**src/design/mlf_pkg.sv**
```systemverilog
`default_nettype none

package mlf_pkg;

  // widest store address: 256 lines of 128 bytes
  localparam int STORE_ADDR_W = 15;

  // depth of the queue between front and back
  localparam int QDEPTH = 2;

  // input mode codes
  localparam logic [2:0] MODE_BEGIN = 3'd0;
  localparam logic [2:0] MODE_BYTE  = 3'd1;
  localparam logic [2:0] MODE_END   = 3'd2;
  localparam logic [2:0] MODE_CLEAR = 3'd3;
  localparam logic [2:0] MODE_READ  = 3'd4;

  // panel command bytes
  localparam logic [7:0] CMD_WRITE    = 8'h80;
  localparam logic [7:0] CMD_CLEAR    = 8'h20;
  localparam logic [7:0] BYTE_TRAILER = 8'h00;
  localparam logic [7:0] FILL_RESET   = 8'h00;
  localparam logic [7:0] FILL_CLEAR   = 8'hff;

  typedef enum logic [2:0] {
    OP_BEGIN,
    OP_BYTE,
    OP_END,
    OP_CLEAR,
    OP_READ
  } op_t;

  // classified command, as the back end carries it out
  typedef struct packed {
    op_t                     op;
    logic [1:0]              n;        // results for this item, 1 to 3
    logic [2:0][7:0]         bytes;    // bytes to send, in order from index 0
    logic                    in_range; // row and column fall inside the panel
    logic                    write_en; // row byte to mirror into the store
    logic                    row_end;  // last byte of the line, closes a row
    logic [7:0]              data;
    logic [STORE_ADDR_W-1:0] addr;
  } cmd_t;

  // bit reversal of one byte
  function automatic logic [7:0] flip8(input logic [7:0] v);
    logic [7:0] r;
    for (int i = 0; i < 8; i++) begin
      r[7-i] = v[i];
    end
    return r;
  endfunction

endpackage

`default_nettype wire

```
**src/design/mlf_queue.sv**
```systemverilog
`default_nettype none

module mlf_queue (
  input  wire logic            clk,
  input  wire logic            rst,
  input  wire logic            push,
  input  wire mlf_pkg::cmd_t   push_cmd,
  input  wire logic            pop,
  output mlf_pkg::cmd_t        head,
  output logic                 full,
  output logic                 empty
);

  localparam int PW = $clog2(mlf_pkg::QDEPTH);
  localparam int CW = $clog2(mlf_pkg::QDEPTH + 1);

  mlf_pkg::cmd_t entries [mlf_pkg::QDEPTH];
  logic [PW-1:0] wr_ptr;
  logic [PW-1:0] rd_ptr;
  logic [CW-1:0] count;

  assign full  = count == CW'(mlf_pkg::QDEPTH);
  assign empty = count == '0;
  assign head  = entries[rd_ptr];

  // entry storage
  always_ff @(posedge clk) begin
    if (push && !full) begin
      entries[wr_ptr] <= push_cmd;
    end
  end

  // pointers and fill level
  always_ff @(posedge clk) begin
    if (rst) begin
      wr_ptr <= '0;
      rd_ptr <= '0;
      count  <= '0;
    end else begin
      if (push && !full) begin
        wr_ptr <= wr_ptr + PW'(1);
      end
      if (pop && !empty) begin
        rd_ptr <= rd_ptr + PW'(1);
      end
      if ((push && !full) && !(pop && !empty)) begin
        count <= count + CW'(1);
      end else if (!(push && !full) && (pop && !empty)) begin
        count <= count - CW'(1);
      end
    end
  end

  // fill level never passes the depth
  a_count_bound: assert property (@(posedge clk) disable iff (rst)
    count <= CW'(mlf_pkg::QDEPTH))
    else $error("queue fill level beyond depth");

endmodule

`default_nettype wire

```
**config.mk**
```make
export PLATFORM = sky130hd
export DESIGN_NAME = mlf_queue
export DESIGN_NICKNAME = d
export VERILOG_FILES = /design/src/design/mlf_pkg.sv /design/src/design/mlf_queue.sv
export SDC_FILE = /design/constraint.sdc
export NUM_CORES = 1
export LEC_CHECK = 0
export ABC_AREA = 1
export BUFFER_PORTS_ARGS = -buffer_cell sky130_fd_sc_hd__clkbuf_2
export CAP_MARGIN = 20
export CORE_ASPECT_RATIO = 0.9
export CORE_MARGIN = 8
export CORE_UTILIZATION = 44
export CTS_BUF_LIST = sky130_fd_sc_hd__clkbuf_8
export DETAILED_ROUTE_END_ITERATION = 10
export PLACE_DENSITY_LB_ADDON = 0.08
export SYNTH_ARGS = -nofsm -noshare
export SYNTH_HDL_FRONTEND = slang
export SYNTH_SLANG_ARGS = --single-unit
```
**constraint.sdc**
```tcl
create_clock -name clk -period 3.6 [get_ports clk]
set_clock_uncertainty 0.2 [all_clocks]
set_input_delay 0 -clock clk [delete_from_list [all_inputs] [get_ports clk]]
set_output_delay 0 -clock clk [all_outputs]
set_load 0.05 [all_outputs]
```
Word-level counts from Yosys, hierarchy flattened
Memory sizes are Yosys's and may differ from the RTL's. A register that Yosys moved wholly into a read port is not among the register bits.
Cells that the tools add are included.
- bits in registers: 4
- RAM bits: 110
- input bits: 59
- logic and storage cells: 25
- output and inout bits: 57
- memories: 1
- memories (memory ; words ; bits a word ; rd ports ; clocked after memory_dff ; write ports ; RTL line ; text):
    entries ; 2 ; 55 ; 1 ; 1 ; 1 ; mlf_queue.sv:17 ; mlf_pkg::cmd_t entries [mlf_pkg::QDEPTH];
- mux-type cells: 6
- add/subtract/negate cells: 4
- reductions and logical operators: 10
- equality and inequality tests: 1
- operator list (cell ; number):
    logical AND 1 bit ; 4
    zero test 1 bit ; 4
    two-way mux 1 bit ; 4
    two-way mux 2 bit ; 2
    adder 1 bit (second input constant) ; 2
    adder 2 x 1 -> 2 bit (second input constant) ; 1
    == test 2 bit (second input constant) ; 1
    zero test 2 bit ; 1
    nonzero test 2 bit ; 1
    subtractor 2 x 1 -> 2 bit (second input constant) ; 1

Depth between registers and ports, before layout
Gate-level depths: netlist of run 1.
- depth after elaboration: 7
- depth in mapped cells: 10
- mapped depth without buffers: 10

Least setup slack after synthesis of run 1
Ideal clock, no wire load.
- path kind: reg-to-reg
- from: register count[0]
- to: memory entries[0][0] (netlist name), enable pin
- period minus slack after synthesis: 3.493 ns
- setup time: 0.468 ns
- required time: 2.932 ns
- path buffers: 0
- setup slack: 0.107 ns
- arrival time: 2.825 ns
- cell stages (with the launch flop): 3
- cells stage by stage: dfxtp_1 o21ai_2 nor2_1
- cells in the longest elaborated chain, start to end: 5
- RTL lines (element ; RTL line ; text):
    start, declared ; mlf_queue.sv:20 ; logic [CW-1:0] count;
    start signal, assigned ; mlf_queue.sv:47 ; count <= count + CW'(1);
    start signal, assigned ; mlf_queue.sv:49 ; count <= count - CW'(1);
    == test 2 bit ; mlf_queue.sv:22 ; assign full = count == CW'(mlf_pkg::QDEPTH);
    zero test 1 bit ; mlf_queue.sv:28 ; if (push && !full) begin
    logical AND 1 bit ; mlf_queue.sv:28 ;
    two-way mux 1 bit ; mlf_queue.sv:28 ;
    two-way mux 1 bit (implied by the code) ; mlf_queue.sv:29 ; entries[wr_ptr] <= push_cmd;
    end, declared ; mlf_queue.sv:17 ;
No other way between the ends.

==> metrics.cfg, run 1 <==
[drt]
dr_wl_met3_um=553
routed.top_layer=met4
first_pass_iters=4
vias=2406
drc_errors=0
wl_um=8263
vias_per_cell=4.456
detail_route.wl_per_cell_um=15.30
wl_met2_um=4030
drt_iter0_drc=57
met1_length_um=3597
antenna_left=0

[pwr]
powerDensity_nw_per_um2=723.6
ir_drop_mv=0.5275
total_leakage_power_nw=2.475

[floorplan]
die_h_um=111.6
coreArea_um2=10070
row_count=35
start_util=0.4436
io-pin-count=116
die_area_um2=13640
dieWidth_um=122.2

[outcome]
status=completed

[sta]
finalHoldWorstSlack_ns=0.1231
hold_viol=0
max_freq_mhz=429.6
grt_setup_unrepaired=no
period_needed_ns=2.328
finalCritPeriodShare=0.6467
finalSetupViolations=0
final_max_slew_viol_count=0
relSlewSlack=0.3040
fin_tns_setup_ns=0
tightest_slew_ns=1.044

[worst_hold_path]
min-delay-start=push_cmd[16]
hold_end=entries[1][16]$_DFFE_PP_
min_path_cells=2
hold_path.class=in -> reg

[critical_path]
reg2reg_from=count[1]$_SDFFE_PP0P_
worstRegToRegCells=6
critPathKind=reg -> out
worstReg2RegEnd=count[0]$_SDFFE_PP0P_
worstSetupEndpointType=output port
worst-path-max-fanout=55
slowest_delay_ns=1.04
critical-path-slowest-cell=dfxtp_4
path_cells=mux2_2, clkbuf_2
critPathRequiredTime_ns=3.40
arrival_ns=2.13
r2r_slack_ns=1.40
start_kind=flip-flop

[grt]
grt_pass1_vias=2665
antenna_found_initial=0
grt_overflow=0
grt_max_degree=56
grt_pass1_wl_um=12850
grt_util_all_layers=0.1244

[clock_network]
clock_tree.buffer_depth=2
clkTransAtPathRegs_ns=0.07
cts-buffers-inserted=17
clk_latency_ns=0.40
cts_resized=0
cts_sinks=115
h-tree-depth=4
clockRootBuffer=clkbuf_8
tritoncts=yes

[synthesis]
seq_area_frac_synth=0.7617
ys_ff_latch=115
ys_warn_count=0
syn_area_per_cell_um2=21.48
synth_nets=268
syn-cell-area_um2=4468
yosysUniqueCellTypes=18
syn_inst=208

[cells_and_area]
fillers=776
final_nets=458
final_cell_mix=clkbuf_2, edfxtp_1, dlygate4sd3_1
syn2layout_area_growth_pct=36.21
postLayoutCellArea_um2=6086
fin_util=0.6042
antenna_cells=0
final_common_cell=clkbuf_2
layout-drive-gt1-share=0.4988

[place]
place_congestion=0.6648
port_buffers=115
dp_hpwl_um=5090
placed_area_um2=5135

[run]
drv_cap=0

[report_power, final]
group	switching [mW]	total, mW	internal (mW)
combinational	0.986	1.50	0.514
clock	0.467	1.06	0.596
sequential	0.147	1.84	1.69
total	1.60	4.40	2.80
[cell type report]
cell class	instances	area (µm²)	area share
clock buffers	17	234.0	0.03845
repair buffers	177	1189	0.1953
multi-input cells	78	934.6	0.1536
clock inverters	15	126.4	0.02076
inverters	9	33.78	0.005551
flip-flops and latches	115	3407	0.5598
well taps	129	161.4	0.02652
[how the worst max path moves through the flow]
stage	start	endpoint	slack (ns)
4_1_cts	flip-flop	head[37]	1.21
6_report	flip-flop	head[37]	1.27
5_1_grt	flip-flop	head[32]	1.15
3_3_place_gp	count[0]$_SDFFE_PP0P_	entries[1][25]$_DFFE_PP_	1.65
2_1_floorplan	count[0]$_SDFFE_PP0P_	entries[0][0]$_DFFE_PP_	0.11
3_5_place_dp	flip-flop	head[37]	1.66
[sequential cells by signal, indices dropped and copies added (netlist names), named ones only]
name	count
count	2
wr_ptr	1
entries	110
rd_ptr	1
[cells by family after synthesis]
kind of cell	synth area share
adders and majority gates	0.002800
AOI/OAI and AO/OA	0.007558
buffers and inverters	0.03248
and+or+nand+nor	0.01484
DFF	0.7617
muxes	0.1806
[cells in the mapped netlist, drive strengths merged]
cell	number	area share
edfxtp	110	0.74
buf	6	0.025
ha	1	0.0028
mux2	55	0.18
nand2	4	0.0034
dfxtp	5	0.022
and2	1	0.0014
nor2	9	0.0076
inv	9	0.0076
o21ai	5	0.0064
nand4	1	0.0014
nand3	1	0.0011
a21oi	1	0.0011
[per-layer routing]
layer	GRT usage	up-vias
met5	0	-
met3	0.04805	7
met4	0.05357	0
met2	0.1974	68
met1	0.1471	1150
li1	-	1181
[worst max-delay path, delay by kind of cell, from the launching register on]
| family | cells | cell delay (ns) |
|---|---|---|
| buf+inv | 1 | 0.24 |
| flops | 1 | 1.04 |
| mux | 1 | 0.42 |
[through the flow]
stage          instances  power [mW]  setup slack (ns)
2_1_floorplan        208       3.078            0.1074
6_report             540       4.404             1.272
3_5_place_dp         449       3.333             1.656
3_3_place_gp         449       3.328             1.648
5_1_grt              540       4.598             1.152
4_1_cts              540       4.461             1.206
[timing repair]
action	CTS	global route
endpoints found under the hold margin	115	0
hold buffers	59	0
buffers inserted	0	0
Note: power is estimated with default switching activity, not from simulation.
==> inputs of run 2 (changes only) <==
clock period = 2.3 ns   (was 3.6 ns; I/O delays follow)
==> run 2 against run 1 <==
Critical endpoint is now head[9]. Clock power rose by 58%. Flip-flop and latch count stayed put. Critical path type unchanged. Cell area is 0.74% higher.
==> metrics.cfg, run 2 (synthesized netlist as in run 1, its figures left out) <==
[grt]
antenna_found_initial=0  ; unchanged
grt_util_all_layers=0.1311  ; +0.006653
grt_pass1_vias=2797  ; +5.0%
grt_pass1_wl_um=13640  ; +6.1%
grt_overflow=0  ; unchanged
grt_max_degree=45  ; -20%

[place]
port_buffers=115  ; unchanged
dp_hpwl_um=5537  ; +8.8%
placed_area_um2=5195  ; +1.2%
place_congestion=0.6748  ; +1.5%

[drt]
vias_per_cell=4.588  ; +3.0%
wl_um=8497  ; +2.8%
detail_route.wl_per_cell_um=15.71  ; +2.6%
drt_iter0_drc=108  ; +89%
drc_errors=0  ; unchanged
antenna_left=0  ; unchanged
first_pass_iters=4  ; unchanged
vias=2482  ; +3.2%

[critical_path]
start_kind=flip-flop
critPathRequiredTime_ns=2.10  ; -1.30 ns
critical-path-slowest-cell=dfxtp_4
worst-path-max-fanout=31  ; -44%
arrival_ns=1.80  ; -0.33 ns
cp_top_family=buffers and inverters
path_cells=buf_12, mux2_4, clkbuf_2
critPathKind=reg -> out
worst-path-buf-inv=2  ; +1
slowest_delay_ns=0.51  ; -0.53 ns
worstSetupEndpointType=output port

[floorplan]
start_util=0.4436  ; unchanged
die_h_um=111.6  ; unchanged
die_area_um2=13640  ; unchanged
coreArea_um2=10070  ; unchanged
io-pin-count=116  ; unchanged
dieWidth_um=122.2  ; unchanged
row_count=35  ; unchanged

[cells_and_area]
fillers=811  ; +4.5%
final_nets=460  ; +0.44%
largest_reg_flops=110  ; unchanged
antenna_cells=0  ; unchanged
postLayoutCellArea_um2=6131  ; +0.74%
final_cell_mix=clkbuf_2, edfxtp_1, dlygate4sd3_1
top_regs=entries (110), count (2)
syn2layout_area_growth_pct=37.22
regMostFlops=entries
final_common_cell=clkbuf_2
layout-drive-gt1-share=0.5024  ; +0.003644

[clock_network]
cts_sinks=115  ; unchanged
clockRootBuffer=clkbuf_8
clk_latency_ns=0.40  ; about the same
cts-buffers-inserted=17  ; unchanged
clock_tree.buffer_depth=2  ; unchanged
clkTransAtPathRegs_ns=0.06  ; about the same
tritoncts=yes
h-tree-depth=4  ; unchanged

[worst_hold_path]
hold_path.class=in -> reg

[sta]
hold_viol=0  ; unchanged
tightest_slew_ns=0.3098  ; -0.7342 ns
period_needed_ns=2.004
max_freq_mhz=499.0
final_max_slew_viol_count=0  ; unchanged
finalCritPeriodShare=0.8713
finalHoldWorstSlack_ns=0.1174  ; -0.005701 ns
grt_setup_unrepaired=no
relSlewSlack=0.7935  ; +0.4895
finalSetupViolations=0  ; unchanged

[outcome]
status=completed

[pwr]
total_leakage_power_nw=2.470  ; -0.19%
powerDensity_nw_per_um2=1130  ; +56%
ir_drop_mv=0.9696  ; +84%

[run]
drv_cap=0  ; unchanged

[run 2: path summary, 6_finish.rpt]
kind                             endpoint  slack, ns             startpoint  depth (start not counted)
hold reg to reg       wr_ptr$_SDFFE_PP0P_       0.34    wr_ptr$_SDFFE_PP0P_                          2
setup reg to reg    count[1]$_SDFFE_PP0P_       0.51  count[1]$_SDFFE_PP0P_                          9
hold / removal    entries[0][8]$_DFFE_PP_       0.12            push_cmd[8]                          2
setup / recovery                  head[9]       0.30              flip-flop                          3
[run 2: worst reg2reg max path, cell delays in order, from the launching register on]
cell	delay, ns
dfxtp_1	0.37
inv_1	0.10
o21ai_2	0.28
inv_1	0.11
ha_1	0.33
inv_1	0.08
nand3_1	0.08
nand2_1	0.07
inv_1	0.04
nor2_1	0.08
[run 2: metrics by stage]
step / TNS (ns) / utilization / setup WS [ns] / power [mW] / std cells
5_1_grt: 0 / 0.6087 / 0.1944 / 7.235 / 541
3_5_place_dp: 0 / 0.5158 / 0.5239 / 5.263 / 452
4_1_cts: 0 / 0.6087 / 0.2279 / 7.031 / 541
6_report: 0 / 0.6087 / 0.2961 / 6.928 / 541
2_1_floorplan: -30.53 / - / -0.2776 / 4.809 / 208
3_3_place_gp: 0 / 0.5158 / 0.6129 / 5.246 / 452
[run 2: power breakdown]
group | switching (mW) | internal [mW] | leakage, nW
combinational | 1.66 | 0.823 | 1.23
sequential | 0.121 | 2.65 | 1.07
clock | 0.744 | 0.926 | 0.174
[run 2: per-layer routing]
| layer | vias up | global-route usage | routed length, µm |
|---|---|---|---|
| li1 | 1184 | - | - |
| met1 | 1216 | 0.1399 | 3417 |
| met2 | 73 | 0.2207 | 4352 |
| met3 | 9 | 0.05513 | 662 |
| met4 | 0 | 0.05844 | 64 |
| met5 | - | 0 | 0 |
[run 2: final cells by class]
class | instances | area [µm²] | share of cell area
repair buffers | 179 | 1239 | 0.2020
well taps | 129 | 161.4 | 0.02633
multi-input cells | 78 | 934.6 | 0.1524
clock inverters | 14 | 121.4 | 0.01980
clock buffers | 17 | 234.0 | 0.03816
flip-flops and latches | 115 | 3407 | 0.5557
inverters | 9 | 33.78 | 0.005510
[run 2: timing repair]
item,CTS,global route
gates resized for setup,0,0
buffers inserted,0,0
hold endpoints to repair,115,0
hold buffers,58,0
==> inputs of run 3 (changes only) <==
CTS_BUF_LIST = unset   (was sky130_fd_sc_hd__clkbuf_8)
==> run 3 against run 2 <==
Hold slack improved by 0.010 ns. Maximum frequency increased by 0.91%. Total power increased by 10%. Core utilization increased by 1.9 points. Global-route usage about the same. Sequential power about the same. Cell count unchanged. Via count increased by 0.28%. Critical path depth unchanged. Sequential share of layout area decreased by 1.7 points. Critical path type unchanged. Largest cell class unchanged.
==> metrics.cfg, run 3 (synthesized netlist as in run 1, its figures left out) <==
[sta]
max_freq_mhz=503.6  ; +0.91%
fin_tns_setup_ns=0  ; unchanged
final_max_slew_viol_count=0  ; unchanged
tightest_slew_ns=0.3090  ; -0.0007552 ns
finalCritPeriodShare=0.8634  ; -0.007872
period_needed_ns=1.986  ; -0.01811 ns
hold_viol=0  ; unchanged
layout_setup_ws_ns=0.3142  ; +0.01811 ns
relSlewSlack=0.7940  ; about the same
grt_setup_unrepaired=no
finalSetupViolations=0  ; unchanged

[critical_path]
worstReg2RegEnd=count[1]$_SDFFE_PP0P_
critPathRequiredTime_ns=2.10  ; about the same
r2r_slack_ns=0.50  ; about the same
start_kind=flip-flop
worstRegToRegCells=9  ; unchanged
worst-path-max-fanout=31  ; unchanged
arrival_ns=1.79  ; about the same
worstSetupEndpointType=output port
reg2reg_from=count[1]$_SDFFE_PP0P_
critPathKind=reg -> out

[grt]
grt_overflow=0  ; unchanged
grt_max_degree=45  ; unchanged
grt_util_all_layers=0.1314  ; +0.0003226
grt_pass1_vias=2826  ; +1.0%
antenna_found_initial=0  ; unchanged
grt_pass1_wl_um=13700  ; +0.40%

[floorplan]
io-pin-count=116  ; unchanged
coreArea_um2=10070  ; unchanged
dieWidth_um=122.2  ; unchanged
die_area_um2=13640  ; unchanged
die_h_um=111.6  ; unchanged
start_util=0.4436  ; unchanged
row_count=35  ; unchanged

[cells_and_area]
final_cell_mix=clkbuf_2, edfxtp_1, dlygate4sd3_1
antenna_cells=0  ; unchanged
syn2layout_area_growth_pct=41.50
fin_cells=541  ; unchanged
final_common_cell=clkbuf_2
layout-drive-gt1-share=0.5024  ; unchanged
regMostFlops=entries
largest_reg_flops=110  ; unchanged
top_regs=entries (110), count (2)
final_nets=460  ; unchanged
fillers=777  ; -4.2%

[clock_network]
tritoncts=yes
clockRootBuffer=clkbuf_16
cts_resized=0  ; unchanged
cts_sinks=115  ; unchanged
clk_latency_ns=0.40  ; about the same
cts-buffers-inserted=17  ; unchanged
clkTransAtPathRegs_ns=0.05  ; about the same
clock_tree.buffer_depth=2  ; unchanged
h-tree-depth=4  ; unchanged

[drt]
drt_iter0_drc=109  ; +0.93%
vias_per_cell=4.601  ; +0.28%
first_pass_iters=4  ; unchanged
drc_errors=0  ; unchanged
detail_route.wl_per_cell_um=15.68  ; -0.18%
wl_um=8482  ; -0.18%
vias=2489  ; +0.28%
antenna_left=0  ; unchanged

[pwr]
ir_drop_mv=0.7572  ; -22%
total_leakage_power_nw=2.557  ; +3.5%
finalPower_mw=7.647  ; +10%
powerDensity_nw_per_um2=1209  ; +7.0%

[worst_hold_path]
min-delay-start=push_cmd[8]
hold_end=entries[0][8]$_DFFE_PP_
min_path_cells=2  ; unchanged
hold_path.class=in -> reg

[place]
port_buffers=115  ; unchanged
dp_hpwl_um=5537  ; unchanged
placedCellCount=452  ; unchanged
place_congestion=0.6748  ; unchanged
dp_slack_ns=0.5239  ; unchanged

[outcome]
status=completed

[run]
drv_cap=0  ; unchanged

## run 3: through the flow
step	instance area, µm²	hold WS [ns]	util
2_1_floorplan	4473	-0.1011	-
3_3_place_gp	5195	-0.01139	0.5158
3_5_place_dp	5195	-0.007818	0.5158
4_1_cts	6322	0.1089	0.6277
5_1_grt	6322	0.1161	0.6277
6_report	6322	0.1278	0.6277
## run 3: worst max path at each step
stage / cells past startpoint / slack (ns) / start / end
final: 3 / 0.31 / flip-flop / head[9]
after global routing: 3 / 0.23 / flip-flop / head[45]
after CTS: 3 / 0.26 / flip-flop / head[16]
after detailed placement: 9 / 0.52 / count[1]$_SDFFE_PP0P_ / count[1]$_SDFFE_PP0P_
after global placement: 9 / 0.61 / count[1]$_SDFFE_PP0P_ / count[1]$_SDFFE_PP0P_
after floorplan: 2 / -0.28 / count[0]$_SDFFE_PP0P_ / entries[0][0]$_DFFE_PP_
## run 3: timing repair
action	4_1_cts	5_1_grt
endpoints found under the hold margin	115	0
hold buffers	58	0
setup buffers	0	0
## run 3: layer usage
layer,share of wire,global-route usage
met5,0,0
met3,0.079,0.05665
met2,0.51,0.2210
met1,0.40,0.1405
met4,0.0097,0.05601
## run 3: worst max-delay path, cell delays in order (launching register included)
cell and delay [ns]:
dfxtp_4 0.51, buf_12 0.29, mux2_4 0.32, clkbuf_2 0.24
## run 3: where the power goes
group	switching, mW	internal [mW]
combinational	1.66	0.823
clock	0.833	1.55
sequential	0.122	2.65
## run 3: final cells by class
| cell class | instances | area, µm² | share of cell area |
|---|---|---|---|
| tap | 129 | 161.4 | 0.02553 |
| sequential | 115 | 3407 | 0.5389 |
| clock inverter | 14 | 121.4 | 0.01920 |
| multi-input combinational | 78 | 934.6 | 0.1478 |
| timing repair buffer | 179 | 1239 | 0.1959 |
| clock buffer | 17 | 425.4 | 0.06729 |
| inverter | 9 | 33.78 | 0.005343 |
